==> config.mk <==
export PLATFORM = sky130hd
export DESIGN_NAME = tnu_ram
export DESIGN_NICKNAME = d
export VERILOG_FILES = /design/src/design/tnu_ram.sv
export SDC_FILE = /design/constraint.sdc
export NUM_CORES = 1
export LEC_CHECK = 0
export BUFFER_PORTS_ARGS = -buffer_cell sky130_fd_sc_hd__buf_2
export CAP_MARGIN = 40
export CELL_PAD_IN_SITES_DETAIL_PLACEMENT = 2
export CELL_PAD_IN_SITES_GLOBAL_PLACEMENT = 2
export CORE_UTILIZATION = 40
export DETAILED_ROUTE_END_ITERATION = 12
export PLACE_DENSITY = 0.77
export SYNTH_ARGS = -nofsm -noshare
export SYNTH_HDL_FRONTEND = slang
export SYNTH_SLANG_ARGS = --single-unit
==> constraint.sdc <==
create_clock -name i_clk -period 1.8 [get_ports i_clk]
set_clock_uncertainty 0.05 [all_clocks]
set_input_delay 0.18 -clock i_clk [delete_from_list [all_inputs] [get_ports i_clk]]
set_output_delay 0.18 -clock i_clk [all_outputs]
set_load 0.1 [all_outputs]
==> src/design/tnu_ram.sv <==
// generic simple dual-port ram with registered read
`timescale 1ns / 1ps
module tnu_ram #(
    parameter int WIDTH = 8,
    parameter int DEPTH = 16
) (
    input  logic                     i_clk,
    input  logic                     i_we,
    input  logic [$clog2(DEPTH)-1:0] i_waddr,
    input  logic [WIDTH-1:0]         i_wdata,
    input  logic                     i_re,
    input  logic [$clog2(DEPTH)-1:0] i_raddr,
    output logic [WIDTH-1:0]         o_rdata
);
    logic [WIDTH-1:0] r_mem [DEPTH];
    logic [WIDTH-1:0] r_rdata;

    always_ff @(posedge i_clk) begin
        if (i_we) begin
            r_mem[i_waddr] <= i_wdata;
        end
        if (i_re) begin
            r_rdata <= r_mem[i_raddr];
        end
    end

    assign o_rdata = r_rdata;
endmodule

After elaboration in Yosys (flattened, before gate mapping)
Memories as Yosys holds them, arrays and structs flattened. A register that Yosys moved wholly into a read port is not among the register bits. Index checks and enable logic that the tools add are counted.

Muxes and demuxes: 2.

Operators by type and width (number): 1-bit two-way mux (2).

Word-level logic and storage cells: 3. Register bits: 0. Memories: 1. Input port bits: 19. Output and inout bits: 8. Bits in writable memories: 128.

Memory list: r_mem (depth 16, width 8, read ports 1, clocked after memory_dff 1, write ports 1, line 15) `logic [WIDTH-1:0] r_mem [DEPTH];`.

Longest topological paths before layout
Word-level depth: 2. Gate-level depth with buffers: 5.

Worst setup path before layout
No wires, ideal clock.

Path type: in2reg. From: input port i_waddr[2]. To: memory r_mem[0][0], enable pin. Setup time: 0.383 ns. Data arrival time: 1.290 ns. Path slack: 0.077 ns. Path buffers: 0. Cell stages on the path: 2. Cells stage by stage: or3b_2 -> nor3_1.

RTL lines: start: declaration (line 9) `input logic [$clog2(DEPTH)-1:0] i_waddr,`; end: declaration (line 15).

No word-level cell before the write port.

==> summary.md <==
| Metric | Value |
|---|---|
| HPWL after DPL | `8210 um` |
| Final Setup Violations | `0` |
| Largest net degree at the start of global routing | `33` |
| Register area share after synthesis | `78.1%` |
| Max clock buf depth | `2` |
| Commonest non-fill, non-tap cell in the layout | `edfxtp_1` |
| DR DRC count | `0` |
| Clk_lat worst skew | `420 ps` |
| Hold WC Path Type | `in -> reg` |
| TritonCTS buffer count | `17` |
| Final Hold Fails | `0` |
| RSZ-0062 raised after global routing | `no` |
| Worst path max stage delay | `550 ps` |
| Commonest non-fill, non-tap cells in the layout | `edfxtp_1, buf_2, buf_4` |
| Switch Pwr | `~1600 uW` |
| GRT Total Usage | `20.4%` |
| # hold bufs at CTS | `0` |
| Share of post-route cells with drive strength above 1 | `33.3%` |
| Total Wirelength | `12200 um` |
| Final setup margin | `roughly 180 ps` |
| Die area | `13500 sq um` |
| Wire length per cell | `around 26 um` |
| WP data arrival | `1720 ps` |
| Crit-path cells | `mux4_1, a22oi_1, nand2_1` |
| CP max stage cell | `mux4_1` |
| Period utilization | `90.0%` |
| Vias/cell | `5.41` |
| Cell area after synthesis | `5230 sq um` |
| Vias | `approximately 2600` |
| CTS tree | `yes` |
| Pre-CTS setup slack | `-17.4 ps` |
| Relative slew margins | `about 65%` |
| Max Slew Vio Count | `0` |
| Area grow syn2layout | `21.1%` |
| Drt pass-1 iters | `4` |
| # H-tree levels | `4` |
| Placed inst area | `5720 sq um` |
| Vias in the first global route | `around 2900` |
| Nets | `just over 300` |
| Clock power frac | `46.9%` |
| Worst hold margin | `88.1 ps` |
| Root buffer cell | `clkbuf_16` |
| CP endpoint kind | `register` |
| Core Footprint | `12700 sq um` |
| Final Wtd Congestion | `0.697` |
| Cell row count | `41` |
| Die Y | `116 um` |
| Net Count, Synth | `248` |
| First-pass GRT wire length | `between 15000 and 20000 um` |
| Least-Margin Pin Slew | `530 ps` |
| Post-DRT Antenna Nets | `0` |
| Crit path max fanout | `1` |
| Synth unique cells | `18` |
| PortBufs | `26` |
| Logic pwr share | `6.1%` |
| Internal | `6020 uW` |
| Sw frac | `21.1%` |
| Status | `finished, final reports clean` |
| Post-synthesis area per instance | `22.8 sq um` |
| Antenna Diode Count | `0` |
| Initial antenna violation count | `0` |
| Fillcell total | `1121` |
| I/O Pins | `27` |
| Worst-path clk slew | `60 ps` |
| Setup crit start kind | `register` |
| WP data required | `between 1500 and 2000 ps` |
| Cell leakage power | `0.00216 uW` |
| Syn. warnings | `0` |
| Syn Inst Count | `229` |
| Power Total | `7640 uW` |
| Die width | `116 um` |
| Gr ovfl total | `0` |
| WS Path Type | `reg -> reg` |
| Final min period | `1620 ps` |
| Post-CTS sizing | `0` |
| Clock Sinks | `136` |
| Sequential power share | `between 40 and 50%` |
| Max VDD drop | `540 uV` |
| Initial Utilization | `41.3%` |
| P per Cell Area | `around 1200 nW/um^2` |
| Max-Cap Viols | `0` |
| Design area | `6330 sq um` |
| Initial DRC Count | `139` |
| Synth Register Bits | `136` |
| FMAX | `between 600 and 700 MHz` |
| Post-CTS Setup Inserts | `0` |
-- sequential cells by signal, indices dropped and copies added, names as in the netlist --
register	count
o_rdata	8
r_mem	128
-- routing by layer --
metal  GRT usage [%]  routed length [um]
met2            34.4                6490
met1            25.1                4980
met4            11.1                 371
met3            3.68                 358
met5               0                   0
-- worst paths after layout --
check                    start          to  slack [ps]  depth (start not counted)
hold reg to reg   r_mem[14][3]  o_rdata[3]         700                          3
setup reg to reg   r_mem[8][5]  o_rdata[5]         180                          3
hold / removal            i_re  o_rdata[2]          90                          1
setup / recovery   r_mem[8][5]  o_rdata[5]         180                          3
-- layout make-up --
class	count	area, sq um	area share (%)
clock buffers	18	429	6.78
clock inverters	14	181	2.87
flip-flops and latches	136	4080	64.5
repair buffers	52	363	5.73
well taps	172	215	3.40
multi-input cells	83	1060	16.7
-- worst max-delay path, delay by kind of cell (launching register included) --
| family | cells | cell delay [ps] |
|---|---|---|
| multiplexers | 1 | 550 |
| AO/OA/AOI/OAI | 1 | 230 |
| flip-flops | 1 | 400 |
| AND/OR/NAND/NOR | 1 | 130 |
-- power groups by stage --
stage	registers, uW	logic, uW	clock network, uW
detailed placement	3660	471	0
finish	3590	466	3580
CTS	3590	474	3640
floorplan	3760	180	0
global placement	3650	441	0
global route	3590	495	3770
-- cells in the mapped netlist (all sizes together) --
library cell	instances	area (sq um)
and2	1	6.26
nor3	4	20.0
edfxtp	136	4080
a22oi	16	120
nor2b	1	6.26
and2b	1	7.51
nor2	13	48.8
nand2	9	33.8
clkdlybuf4s25	3	30.0
nand2b	2	12.5
mux4	32	773
nand3	1	5.00
buf	7	56.3
or3b	1	8.76
nand3b	2	15.0
-- cells by family after synthesis --
group | Yosys count | share of synthesized area, %
flops | 136 | 78.1
compound gates | 16 | 2.30
simple gates | 35 | 3.14
buf+inv | 10 | 1.65
mux | 32 | 14.8
-- per-stage QoR --
stage                     cells  utilization [%]  TNS, ps
final                       475             50.0        0
after global routing        475             50.0        0
after CTS                   475             50.0        0
after detailed placement    443             45.1    -61.8
after global placement      443             45.1        0
after floorplan             229                -        0
Note: power is estimated with default switching activity, not from simulation.
