==> src/design/tnu_pkg.sv <==
// shared constants and codes of the neighbourhood update block
`timescale 1ns / 1ps
package tnu_pkg;
    localparam int N_SUB_DEF    = 64;
    localparam int NEIGH_DEF    = 6;
    localparam int OBJ_W        = 32;
    localparam int TAG_W        = 32;
    localparam int WGT_W        = 17;
    localparam int PROD_W       = OBJ_W + WGT_W;
    localparam int IDX_W        = 6;
    localparam int OP_W         = 2;
    localparam int CNT_W        = 3;

    localparam logic [OP_W-1:0] OP_WRITE = 2'd0;
    localparam logic [OP_W-1:0] OP_OFFER = 2'd1;
    localparam logic [OP_W-1:0] OP_READ  = 2'd2;
endpackage

==> src/design/tnu_tables.sv <==
// constant neighbour lists and subproblem weights
`timescale 1ns / 1ps
module tnu_tables import tnu_pkg::*; #(
    parameter int N_SUB    = N_SUB_DEF,
    parameter int NEFF     = NEIGH_DEF,
    parameter int AW       = $clog2(N_SUB),
    parameter int SW       = 3
) (
    input  logic [AW-1:0]    i_row,
    input  logic [SW-1:0]    i_slot,
    input  logic [AW-1:0]    i_k,
    output logic [AW-1:0]    o_nbr,
    output logic [WGT_W-1:0] o_w0,
    output logic [WGT_W-1:0] o_w1
);
    function automatic int nbr_calc(int row, int slot);
        int gap  [N_SUB];
        int idx  [N_SUB];
        int td;
        int ti;
        for (int j = 0; j < N_SUB; j++) begin
            gap[j] = (row >= j) ? (row - j) : (j - row);
            idx[j] = j;
        end
        for (int a = 0; a <= slot; a++) begin
            for (int b = a + 1; b < N_SUB; b++) begin
                if (gap[a] > gap[b]) begin
                    td     = gap[a];
                    ti     = idx[a];
                    gap[a] = gap[b];
                    gap[b] = td;
                    idx[a] = idx[b];
                    idx[b] = ti;
                end
            end
        end
        return idx[slot];
    endfunction

    function automatic int w_calc(int num);
        longint q;
        q = (longint'(num) <<< 16) / (N_SUB - 1);
        if (q == 0) begin
            q = 1;
        end
        return int'(q);
    endfunction

    logic [AW-1:0]    nbr_tab [N_SUB][NEFF];
    logic [WGT_W-1:0] w0_tab  [N_SUB];
    logic [WGT_W-1:0] w1_tab  [N_SUB];

    for (genvar gi = 0; gi < N_SUB; gi++) begin : g_row
        assign w0_tab[gi] = WGT_W'(w_calc(gi));
        assign w1_tab[gi] = WGT_W'(w_calc(N_SUB - 1 - gi));
        for (genvar ga = 0; ga < NEFF; ga++) begin : g_slot
            assign nbr_tab[gi][ga] = AW'(nbr_calc(gi, ga));
        end
    end

    assign o_nbr = nbr_tab[i_row][i_slot];
    assign o_w0  = w0_tab[i_k];
    assign o_w1  = w1_tab[i_k];
endmodule

==> config.mk <==
export PLATFORM = sky130hd
export DESIGN_NAME = tnu_tables
export DESIGN_NICKNAME = d
export VERILOG_FILES = /design/src/design/tnu_pkg.sv /design/src/design/tnu_tables.sv
export SDC_FILE = /design/constraint.sdc
export NUM_CORES = 1
export LEC_CHECK = 0
export BUFFER_PORTS_ARGS = -buffer_cell sky130_fd_sc_hd__clkbuf_2
export CAP_MARGIN = 30
export CORE_ASPECT_RATIO = 0.8
export CORE_MARGIN = 2
export CORE_UTILIZATION = 46
export DETAILED_ROUTE_END_ITERATION = 12
export PLACE_DENSITY = 0.81
export SLEW_MARGIN = 0
export SYNTH_ARGS = -nofsm -noshare
export SYNTH_HDL_FRONTEND = slang
export SYNTH_SLANG_ARGS = --single-unit
==> constraint.sdc <==
create_clock -name vclk -period 1.4
set_input_delay 0.07 -clock vclk [all_inputs]
set_output_delay 0.07 -clock vclk [all_outputs]
set_load 0.05 [all_outputs]
======== Word level (Yosys, flattened, before mapping) ========
Memories as Yosys holds them, arrays and structs flattened.
Cells that the tools add are included.
storage, ports and cells
  flip-flop bits (word level) ............. 0
  ROM bits ................................ 4,480
  input port bits ......................... 15
  word-level logic and storage cells ...... 18
  memories ................................ 3
operators by class
  $lt $le $gt $ge ......................... 3
  mux-type cells .......................... 9
  bitwise operators ....................... 3
memory list
  name              depth  width  read ports  clocked after memory_dff  write ports  RTL line          RTL
  (name not given)  64     36     1           0                         0            tnu_tables.sv:61  assign o_nbr = nbr_tab[i_row][i_slot];
  (name not given)  64     17     1           0                         0            tnu_tables.sv:63  assign o_w1 = w1_tab[i_k];
  (name not given)  64     17     1           0                         0            tnu_tables.sv:62  assign o_w0 = w0_tab[i_k];
operator list
  cell                  count
  $mux W36              2
  $mux W17              4
  $bmux W6 S3           1
  $ge A7 B7 Y1 const B  2
  $not A6 Y7            2
  $mux W6               2
  $ge A4 B4 Y1 const B  1
  $not A3 Y4            1

======== Depth between registers and ports, before layout ========
  depth after elaboration ................. 7
  mapped depth ............................ 9

======== Least setup slack after synthesis ========
OpenSTA, ideal clock, no wires.
  kind .................................... input port to output port
  start ................................... input i_row[2]
  end ..................................... output o_nbr[1]
  arrival ................................. 2.071 ns
  slack ................................... -0.741 ns
  cell stages on the path ................. 7
  path through ............................ buf_6 > inv_1 > ha_1 > nor2_1 > a22oi_1 > a21oi_1 > o32ai_1
on the way
  cells in the longest elaborated chain, start to end .. 7
RTL lines
  what                                         RTL line          RTL
  start: declaration                           tnu_tables.sv:9   input logic [AW-1:0] i_row,
  $not A6 Y7 (implied by the code)             tnu_tables.sv:61
  $mem_v2 Z64 W36                              n/a
  $mux W36 (implied by the code) (2 in a row)  tnu_tables.sv:61
  $bmux W6 S3                                  tnu_tables.sv:61
  $mux W6 (implied by the code) (2 in a row)   tnu_tables.sv:61
  end: declaration                             tnu_tables.sv:12  output logic [AW-1:0] o_nbr,
No other way between the ends. The select of a mux whose other input is x is not followed.

======== Worst setup path after layout ========
  start ................................... input i_row[1]
  end ..................................... output o_nbr[5]
The elaborated chain is that of the path after synthesis.

==> impl_metrics.py <==
metrics = {
    "sta": {
        "setup_tns_ns": -1.42,
        "finalCriticalPeriod_ns": 1.69,
        "rsz0062_at_grt": "yes",
        "slew_headroom_pct": 69.3,
        "slew_violations": 0,
        "setup_violations": 6,
        "timing.fmax_ghz": 0.593,
        "tightest_slew_ns": 0.457,
        "setup_ws_ns": -0.286,
        "hold_viol": 0,
        "fin_crit_sh_pct": 120,
    },
    "layout": {
        "multi_input_area_um2": 1220,
        "syn_to_final_growth_pct": 66.4,
        "drive_above_1_share_pct": 57.4,
        "final_util_pct": 82.4,
        "antenna_cells": 0,
        "final_nets": 302,
        "nClkBuffers": 0,
        "final_cell_area_um2": 2080,
        "regArea_um2": 0,
        "nFillCells": 164,
        "n_sequential_cell": 0,
    },
    "power_and_ir_drop": {
        "ir_drop_mv": 0.286,
        "power.leakage_nw": 0.960,
        "pwr_density_cell_nw_per_um2": 465,
    },
    "yosys": {
        "yosys.cell_count.top_type": "nor2_1",
        "ys_types": 49,
        "yosysTopAreaCellShare_pct": 15.0,
        "syn_nets": 225,
        "synth_commonest_cells": "nor2_1 (23), buf_4 (18), a21oi_1 (17)",
        "avgSynthCellArea_um2": 6.41,
        "synth.largest_area_cell": "ha_1",
        "synthCells": 195,
        "ys_warn_count": 0,
        "ys_top_cells_by_area": "ha_1 (15%), buf_4 (11%), nor2_1 (6.9%)",
        "syn_area_um2": 1250,
        "ys_seq_area_share_pct": 0,
    },
    "global_route": {
        "track_usage_pct": 28.5,
        "grt_pass1_vias": 1526,
        "grt_pass1_wl_um": 7360,
        "overflow": 0,
        "antenna_found_initial": 0,
        "grt_max_degree": 18,
    },
    "job": {
        "max-cap-violations": 0,
    },
    "worst_setup_path": {
        "end_kind": "output pin",
        "critPathMaxStageDelay_ns": 0.43,
        "cp_common_cell": "buf_8",
        "path_cells": "buf_8 > clkinvlp_4 > ha_4 > or4b_1 > a211o_1 > a21oi_2 > o22ai_4 > buf_8",
        "crit_buf_inv": 3,
        "worst_setup_path_start_kind": "input pin",
        "cpLargestDelayFamily": "compound AO/OA/AOI/OAI gates",
        "crit_required_ns": 1.33,
        "crit_type": "in2out",
        "critPathArrivalTime_ns": 1.62,
        "critPathSlowestCell": "or4b_1",
        "crit_path_max_fanout": 5,
    },
    "status": {
        "failed_checks": "setup timing",
        "status": "finished with violations",
    },
    "place": {
        "gp_congestion": 0.972,
        "place_ws_ns": -0.419,
        "place_hpwl_um": 3660,
        "place.port_buffers": 55,
        "placed_cell_area_um2": 1900,
    },
    "routing": {
        "via_count": 1828,
        "wl_per_cell_um": 16.4,
        "drt_iter0_drc": 267,
        "viasPerCell": 5.97,
        "ant_nets": 0,
        "first_pass_iters": 5,
        "drc": 0,
        "drt-total-wl_um": 5020,
    },
    "floorplan": {
        "die_w_um": 62.3,
        "coreArea_um2": 2520,
        "initial_utilization_pct": 49.6,
        "die_area_um2": 3150,
        "io_pins": 55,
        "std_cell_rows": 16,
        "die_y_um": 50.6,
    },
    "clocking": {
        "ctsHoldBuffers": 0,
    },
    "worst_hold_path": {
        "min_from": "i_k[5]",
        "hold_depth": 3,
        "hold_end": "o_w1[3]",
        "hp-class": "in2out",
    },
}
-- cell families after synthesis --
| logic type | after synthesis | share of synthesized area, % |
|---|---|---|
| AO/OA/AOI/OAI | 69 | 38.2 |
| XOR/XNOR | 1 | 0.701 |
| adder cells (fa/ha/maj) | 15 | 15.0 |
| buffers and inverters | 43 | 19.4 |
| AND/OR/NAND/NOR | 67 | 26.6 |
-- through the flow --
step                      hold slack [ns]  std cells  total power [W]
after floorplan                     0.232        195         0.000612
after global placement              0.595        303         0.000843
after detailed placement            0.595        303         0.000857
after CTS                           0.596        304         0.000900
after global routing                0.618        306          0.00101
final                               0.603        306         0.000968
-- area by class of cell --
cell class         count  share of cell area (%)
repair buffers       109                    37.0
multi-input cells    152                    58.8
well taps             36                    2.17
inverters              9                    1.99
-- routing by layer --
| metal | wire length (um) | GRT usage [%] | part of all wire [%] |
|---|---|---|---|
| met2 | 2300 | 48.4 | 46 |
| met5 | 0 | 0 | 0 |
| met3 | 498 | 2.91 | 9.9 |
| met1 | 2120 | 40.4 | 42 |
| met4 | 106 | 2.59 | 2.1 |
-- layout by cell type, fill, tap and decap left out, drive strengths merged, types with 2 or more instances in the layout --
master    instances
nor2             23
a31oi             5
o31ai             3
ha               15
a21boi            7
nand2            13
a211oi            2
buf              62
nand4             2
o22ai             3
o211ai            6
a311oi            2
o21ai             7
a21o              2
clkinvlp          2
inv               7
a211o             2
a32o              2
nor3              7
and3              3
clkbuf           47
nand3             3
a21oi            17
or3               3
nand2b            4
-- power by group --
part           switching [W]  leakage [nW]  internal [W]
clock                      0             0             0
combinational       0.000613         0.960      0.000355
sequential                 0             0             0
total               0.000613         0.960      0.000355
-- how the worst max path moves through the flow --
| stage | start | endpoint | slack [ns] | cells after the start |
|---|---|---|---|---|
| 2_1_floorplan | i_row[1] | o_nbr[1] | -0.24 | 6 |
| 3_3_place_gp | i_row[1] | o_nbr[0] | -0.35 | 7 |
| 3_5_place_dp | i_row[0] | o_nbr[1] | -0.42 | 7 |
| 4_1_cts | i_row[1] | o_nbr[5] | -0.31 | 8 |
| 5_1_grt | i_row[0] | o_nbr[5] | -0.33 | 8 |
| 6_report | i_row[1] | o_nbr[5] | -0.29 | 8 |
-- worst min-delay path, cell delays in order --
cell      delay, ns
clkbuf_2       0.17
a21oi_2        0.06
clkbuf_2       0.23
-- repair_timing --
| item | CTS | global route |
|---|---|---|
| cloned | 0 | 0 |
| pin swaps | 3 | 9 |
| gates resized for setup | 19 | 27 |
| setup buffers | 1 | 2 |
| endpoints found under the setup margin | 6 | 6 |
Power figures use the tool's default switching activity.
